File: src/rtl/core/nge_pkg.sv
// nge_pkg: shared constants, types and the microcode ROM of the next greater
// element engine. No dependencies; every other file imports it.
package nge_pkg;

  localparam int STACK_DEPTH = 64;
  localparam int VALUE_BITS  = 10;
  localparam int IO_BITS     = 10;
  localparam int OP_W        = 2;

  localparam int STK_AW  = (STACK_DEPTH > 1) ? $clog2(STACK_DEPTH) : 1;
  localparam int CNT_W   = $clog2(STACK_DEPTH + 1);
  localparam int VB_MIN  = (VALUE_BITS < IO_BITS) ? VALUE_BITS : IO_BITS;
  localparam int ANS_DEPTH = 1 << VALUE_BITS;

  typedef logic [VALUE_BITS-1:0] val_t;
  typedef logic [VALUE_BITS:0]   ans_t;   // {valid, answer}
  typedef logic [CNT_W-1:0]      cnt_t;
  typedef logic [IO_BITS-1:0]    io_val_t;

  typedef enum logic [OP_W-1:0] {
    OP_CLEAR = 2'd0,
    OP_PUSH  = 2'd1,
    OP_QUERY = 2'd2,
    OP_NONE  = 2'd3
  } op_t;

  // sequencer steps
  typedef enum logic [2:0] {
    ST_SWEEP = 3'd0,
    ST_IDLE  = 3'd1,
    ST_CLR   = 3'd2,
    ST_NOP   = 3'd3,
    ST_QOUT  = 3'd4,
    ST_PCMP  = 3'd5,
    ST_PPUSH = 3'd6
  } step_t;

  typedef enum logic [2:0] {
    C_ALWAYS    = 3'd0,
    C_ACCEPT    = 3'd1,
    C_SLOT      = 3'd2,
    C_POP       = 3'd3,
    C_SWEEP_END = 3'd4
  } cond_t;

  typedef enum logic [1:0] {
    RES_NONE  = 2'd0,
    RES_ZERO  = 2'd1,
    RES_QUERY = 2'd2,
    RES_PUSH  = 2'd3
  } res_t;

  typedef struct packed {
    cond_t cond;
    step_t on_true;
    step_t on_false;
    logic  accept;   // in_ready
    logic  sweep;    // clear one answer entry
    logic  cnt_clr;
    logic  stk_rd;   // read top (or entry below top when popping)
    logic  ans_rd;
    logic  pop;
    logic  push;
    res_t  emit;
  } ctl_t;

  typedef struct packed {
    logic slot_free;
    logic pop_ok;
    logic sweep_end;
  } sts_t;

  function automatic ctl_t ucode(step_t s);
    ctl_t w;
    w = '0;
    case (s)
      ST_SWEEP: begin
        w.cond = C_SWEEP_END; w.on_true = ST_IDLE; w.on_false = ST_SWEEP;
        w.sweep = 1'b1;
      end
      ST_IDLE: begin
        w.cond = C_ACCEPT; w.on_true = ST_IDLE; w.on_false = ST_IDLE;
        w.accept = 1'b1; w.stk_rd = 1'b1; w.ans_rd = 1'b1;
      end
      ST_CLR: begin
        w.cond = C_SLOT; w.on_true = ST_SWEEP; w.on_false = ST_CLR;
        w.cnt_clr = 1'b1; w.emit = RES_ZERO;
      end
      ST_NOP: begin
        w.cond = C_SLOT; w.on_true = ST_IDLE; w.on_false = ST_NOP;
        w.emit = RES_ZERO;
      end
      ST_QOUT: begin
        w.cond = C_SLOT; w.on_true = ST_IDLE; w.on_false = ST_QOUT;
        w.emit = RES_QUERY;
      end
      ST_PCMP: begin
        w.cond = C_POP; w.on_true = ST_PCMP; w.on_false = ST_PPUSH;
        w.pop = 1'b1; w.stk_rd = 1'b1;
      end
      ST_PPUSH: begin
        w.cond = C_SLOT; w.on_true = ST_IDLE; w.on_false = ST_PPUSH;
        w.push = 1'b1; w.emit = RES_PUSH;
      end
      default: begin
        w.cond = C_ALWAYS; w.on_true = ST_IDLE; w.on_false = ST_IDLE;
      end
    endcase
    return w;
  endfunction

  function automatic step_t dispatch(op_t op);
    step_t s;
    unique case (op)
      OP_CLEAR: s = ST_CLR;
      OP_PUSH:  s = ST_PCMP;
      OP_QUERY: s = ST_QOUT;
      OP_NONE:  s = ST_NOP;
      default:  s = ST_NOP;
    endcase
    return s;
  endfunction

  function automatic val_t val_from_io(io_val_t x);
    val_t r;
    r = '0;
    for (int i = 0; i < VB_MIN; i++) r[i] = x[i];
    return r;
  endfunction

  function automatic io_val_t io_from_val(val_t x);
    io_val_t r;
    r = '0;
    for (int i = 0; i < VB_MIN; i++) r[i] = x[i];
    return r;
  endfunction

endpackage

File: src/rtl/core/nge_seq.sv
// nge_seq: step counter, microcode ROM lookup and jump condition logic.
// Depends on nge_pkg (ucode, dispatch, ctl_t, sts_t).
module nge_seq (
  input  logic               clk,
  input  logic               rst_n,
  input  logic               in_valid,
  input  logic [nge_pkg::OP_W-1:0] in_operation,
  input  nge_pkg::sts_t      sts,
  output nge_pkg::ctl_t      ctl
);
  import nge_pkg::*;

  step_t pc_r, pc_nxt;
  ctl_t  word;
  logic  cond_ok;

  assign word = ucode(pc_r);

  always_comb begin
    unique case (word.cond)
      C_ALWAYS:    cond_ok = 1'b1;
      C_ACCEPT:    cond_ok = in_valid;
      C_SLOT:      cond_ok = sts.slot_free;
      C_POP:       cond_ok = sts.pop_ok;
      C_SWEEP_END: cond_ok = sts.sweep_end;
      default:     cond_ok = 1'b0;
    endcase
  end

  // next step
  always_comb begin
    if (word.cond == C_ACCEPT) begin
      pc_nxt = in_valid ? dispatch(op_t'(in_operation)) : ST_IDLE;
    end else begin
      pc_nxt = cond_ok ? word.on_true : word.on_false;
    end
  end

  // control outputs: slot and pop steps only act when their condition holds
  always_comb begin
    ctl = word;
    if ((word.cond == C_SLOT || word.cond == C_POP) && !cond_ok) begin
      ctl.pop     = 1'b0;
      ctl.push    = 1'b0;
      ctl.cnt_clr = 1'b0;
      ctl.stk_rd  = 1'b0;
      ctl.emit    = RES_NONE;
    end
  end

  always_ff @(posedge clk) begin
    if (!rst_n) begin
      pc_r <= ST_SWEEP;
    end else begin
      pc_r <= pc_nxt;
    end
  end

endmodule

File: config.mk
export PLATFORM = sky130hd
export DESIGN_NAME = nge_seq
export DESIGN_NICKNAME = d
export VERILOG_FILES = /design/src/rtl/core/nge_pkg.sv /design/src/rtl/core/nge_seq.sv
export SDC_FILE = /design/constraint.sdc
export NUM_CORES = 1
export LEC_CHECK = 0
export BUFFER_PORTS_ARGS = -buffer_cell sky130_fd_sc_hd__buf_2
export CAP_MARGIN = 40
export CORE_AREA = 2 2 39 41
export DETAILED_ROUTE_END_ITERATION = 6
export DIE_AREA = 0 0 41 43
export PLACE_DENSITY = 0.71
export SETUP_SLACK_MARGIN = 0.05
export SYNTH_ARGS = -nofsm -noshare
export SYNTH_HDL_FRONTEND = slang
export SYNTH_SLANG_ARGS = --single-unit
export TNS_END_PERCENT = 100
File: constraint.sdc
create_clock -name clk -period 1.3 [get_ports clk]
set_clock_uncertainty 0.2 [all_clocks]
set_input_delay 0.065 -clock clk [delete_from_list [all_inputs] [get_ports clk]]
set_output_delay 0.065 -clock clk [all_outputs]
set_load 0.02 [all_outputs]
# [Yosys cells after proc, flatten, opt, wreduce, memory -nomap -nowiden]
# Index checks and enable logic that the tools add are counted.
[word_totals] reg_bits=3 elab_cells=37
[op_classes] n_eq_ne=13 muxes=15 reduce_logical=8
[ops] cell="$pmux W9 S7" count=1
[ops] cell="$eq A3 B2 Y1 const B" count=4
[ops] cell="$eq A3 B3 Y1 const B" count=4
[ops] cell="$pmux W3 S4" count=1
[ops] cell="$mux W3" count=3
[ops] cell="$eq A3 B1 Y1 const B" count=2
[ops] cell="$logic_not A3 Y1" count=2
[ops] cell="$mux W1" count=6
[ops] cell="$pmux W2 S3" count=1
[ops] cell="$pmux W1 S5" count=1
[ops] cell="$eq A2 B2 Y1 const B" count=2
[ops] cell="$mux W4" count=1
[ops] cell="$reduce_or A2 Y1" count=2
[ops] cell="$eq A2 B1 Y1 const B" count=1
[ops] cell="$logic_not A2 Y1" count=1
[ops] cell="$mux W2" count=1
[ops] cell="$logic_and A1 B1 Y1" count=1
[ops] cell="$logic_not A1 Y1" count=1
[ops] cell="$logic_or A1 B1 Y1" count=1

# [Longest topological paths before layout]
[logic_depth] depth_word=7 mapped_depth=5 mapped_depth_nobuf=5

# [Least setup slack after synthesis]
# OpenSTA, ideal clock, no wires.
[synth_timing] kind="reg-to-output" from="register pc_r[0]" to="output ctl[17] (netlist bit)" path_slack_ps=-219 path_stages_with_launch=4 path_buffers=2 t_arrival_ps=1254 required_ps=1035 cell_sequence="dfxtp_1 buf_6 nor3_1 buf_4"
[synth_rtl] element="from (decl)" line_no="nge_seq.sv:13" rtl="step_t pc_r, pc_nxt;"
[synth_rtl] element="from (signal assigned)" line_no="nge_seq.sv:55" rtl="pc_r <= pc_nxt;"
[synth_rtl] element="to (decl)" line_no="nge_seq.sv:9" rtl="output nge_pkg::ctl_t ctl"

==> flow_metrics.tcl <==
set metrics [dict create \
    synthTopCellsByArea "dfxtp_1 15%, ha_1 9.5%, buf_6 8.5%" \
    route.vias.total 525 \
    irDropWorstVdd_v 0.000431 \
    post-route-period-util_pct 115 \
    core_sq_um 1380 \
    place_area_sq_um 583 \
    grt_max_degree 8 \
    diodes 0 \
    netlist.area_leader.share_pct 15.1 \
    rsz0062_at_grt "yes" \
    yosys_warnings 0 \
    clkTransAtPathRegs_ns 0.04 \
    num_rows 14 \
    synth-edff-count 0 \
    fin_hold_ws_ns 0.00460 \
    hp-class "in -> reg" \
    instances_no_fill 108 \
    ys_types 27 \
    postRouteAntennaNets 0 \
    largest_reg_flops 3 \
    max_flop_register "pc_r" \
    top_regs "pc_r x3" \
    first_iter_violations 9 \
    area_growth_syn_to_layout_pct 109 \
    clk_latency_ns 0.24 \
    routedWlPerCell_um 11.8 \
    crit_arrival_ns 1.23 \
    tns_ns -1.67 \
    crit_fanout 6 \
    dr.pass1.iters 4 \
    htree_levels 1 \
    post_synth_instance_area_sq_um 397 \
    endpoint_kind "primary output" \
    leakage_nw 0.415 \
    netlist_instances 54 \
    boundaryPins 26 \
    grt_remaining_overflow 0 \
    synth-seq-area-share_pct 15.1 \
    setup_viol_count_final 18 \
    period_minus_slack_ns 1.50 \
    dp_hpwl_um 833 \
    vias_per_cell 4.86 \
    finalNetCount 104 \
    cts.path.max_buffers 2 \
    synthArstFlopShare_pct 0 \
    drc 0 \
    yosys-top-cells-count "7 x inv_1, 7 x nor2_1, 4 x nor3_1" \
    utilization_pct 59.9 \
    final_hold_viol_count 0 \
    report.final.slew_viol_count 0 \
    syn_nets 65 \
    track_usage_pct 16.3 \
    violations "setup timing" \
    placed_cells 99 \
    die_w_um 41 \
    setup_slack_ns -0.195 \
    synth_area_per_cell_sq_um 7.35 \
    power_mw 0.651 \
    cts_tree "built" \
    powerDensity_nw_per_um2 786 \
    drive_above_1_share_pct 68.5 \
    yosys.area.top_type "dfxtp_1" \
    cap_violations 0 \
    cts_buffers 3 \
    gp_congestion 0.794 \
    cts_root_buf "clkbuf_4" \
    antenna_found_initial 0 \
    final_area_sq_um 828 \
    cp-start-kind "flop" \
    numPortBuffers 24 \
    clock_sinks 3 \
    start_util_pct 28.7 \
    fmax_mhz 669 \
    crit_required_ns 1.03 \
    die-area_sq_um 1760 \
    grt_pass1_vias 485 \
    dpl_worst_slack_ns -0.0682 \
    critical_path_class "reg -> out" \
    status "complete, but fails checks" \
    totalWireLength_mm 1.28 \
    die_height_um 43 \
    synth_ff_type "dfxtp_1" \
    ys_ff_latch 3 \
    grt_first_pass_wirelength_mm 1.97 \
]
layout make-up:
cell class	instances	area (sq um)
sequential	3	68.8
multi-input combinational	36	329
inverter	8	37.5
timing repair buffer	41	347
fill	121	556
clock buffer	4	26.3
tap	16	20.0
layer usage:
layer / vias up / GRT usage (%) / wire length, um
met5: - / 0 / 0
met4: 0 / 8.00 / 14
met3: 2 / 1.57 / 77
met2: 26 / 28.1 / 725
met1: 243 / 18.6 / 459
li1: 254 / - / -
kinds of logic (layout without fill, tap and decap cells):
| group | Yosys count | count (layout) | synth area share, % |
|---|---|---|---|
| simple gates | 21 | 21 | 30.3 |
| fa+ha+maj | 3 | 3 | 9.46 |
| buf+inv | 15 | 53 | 23.7 |
| flops | 3 | 3 | 15.1 |
| compound gates | 11 | 11 | 20.5 |
| other cells | 1 | 1 | 0.945 |
path summary, 6_finish.rpt:
check	startpoint	endpoint	slack, ns	depth (start not counted)
max	pc_r[0]$_SDFF_PN0_	ctl[6]	-0.20	3
min reg2reg	pc_r[2]$_SDFF_PN0_	pc_r[0]$_SDFF_PN0_	0.55	3
max reg2reg	pc_r[0]$_SDFF_PN0_	pc_r[1]$_SDFF_PN0_	-0.01	3
min	sts[0]	pc_r[0]$_SDFF_PN0_	0.005	3
critical path, stage by stage (launching register included):
cell	delay, ns
dfxtp_2	0.36
or3_4	0.41
nor2_4	0.09
buf_6	0.12
cells in the final DEF (no fill, tap or decap), types with 2 or more instances in the layout:
cell type / n
inv_1: 5
dfxtp_4: 2
buf_6: 13
buf_2: 10
and3_2: 2
nand2_1: 2
clkbuf_4: 3
nor3_4: 2
ha_1: 3
nor2_1: 4
buf_4: 14
inv_4: 3
nor2_4: 4
dlygate4sd3_1: 3
power breakdown:
group	internal [mW]	leakage [nW]	switching (mW)
Clock	0.116	0.0150	0.0574
Combinational	0.177	0.374	0.183
Sequential	0.0994	0.0264	0.0185
Total	0.392	0.415	0.259
timing repair:
item                                   4_1_cts  5_1_grt
endpoints found under the hold margin        3        0
setup endpoints to repair                   20       19
pin swaps                                    4        3
setup buffers                                1        1
cloned                                       0        0
gates resized for setup                     41       12
hold buffers                                 3        0
(Power assumes the default switching activity.)
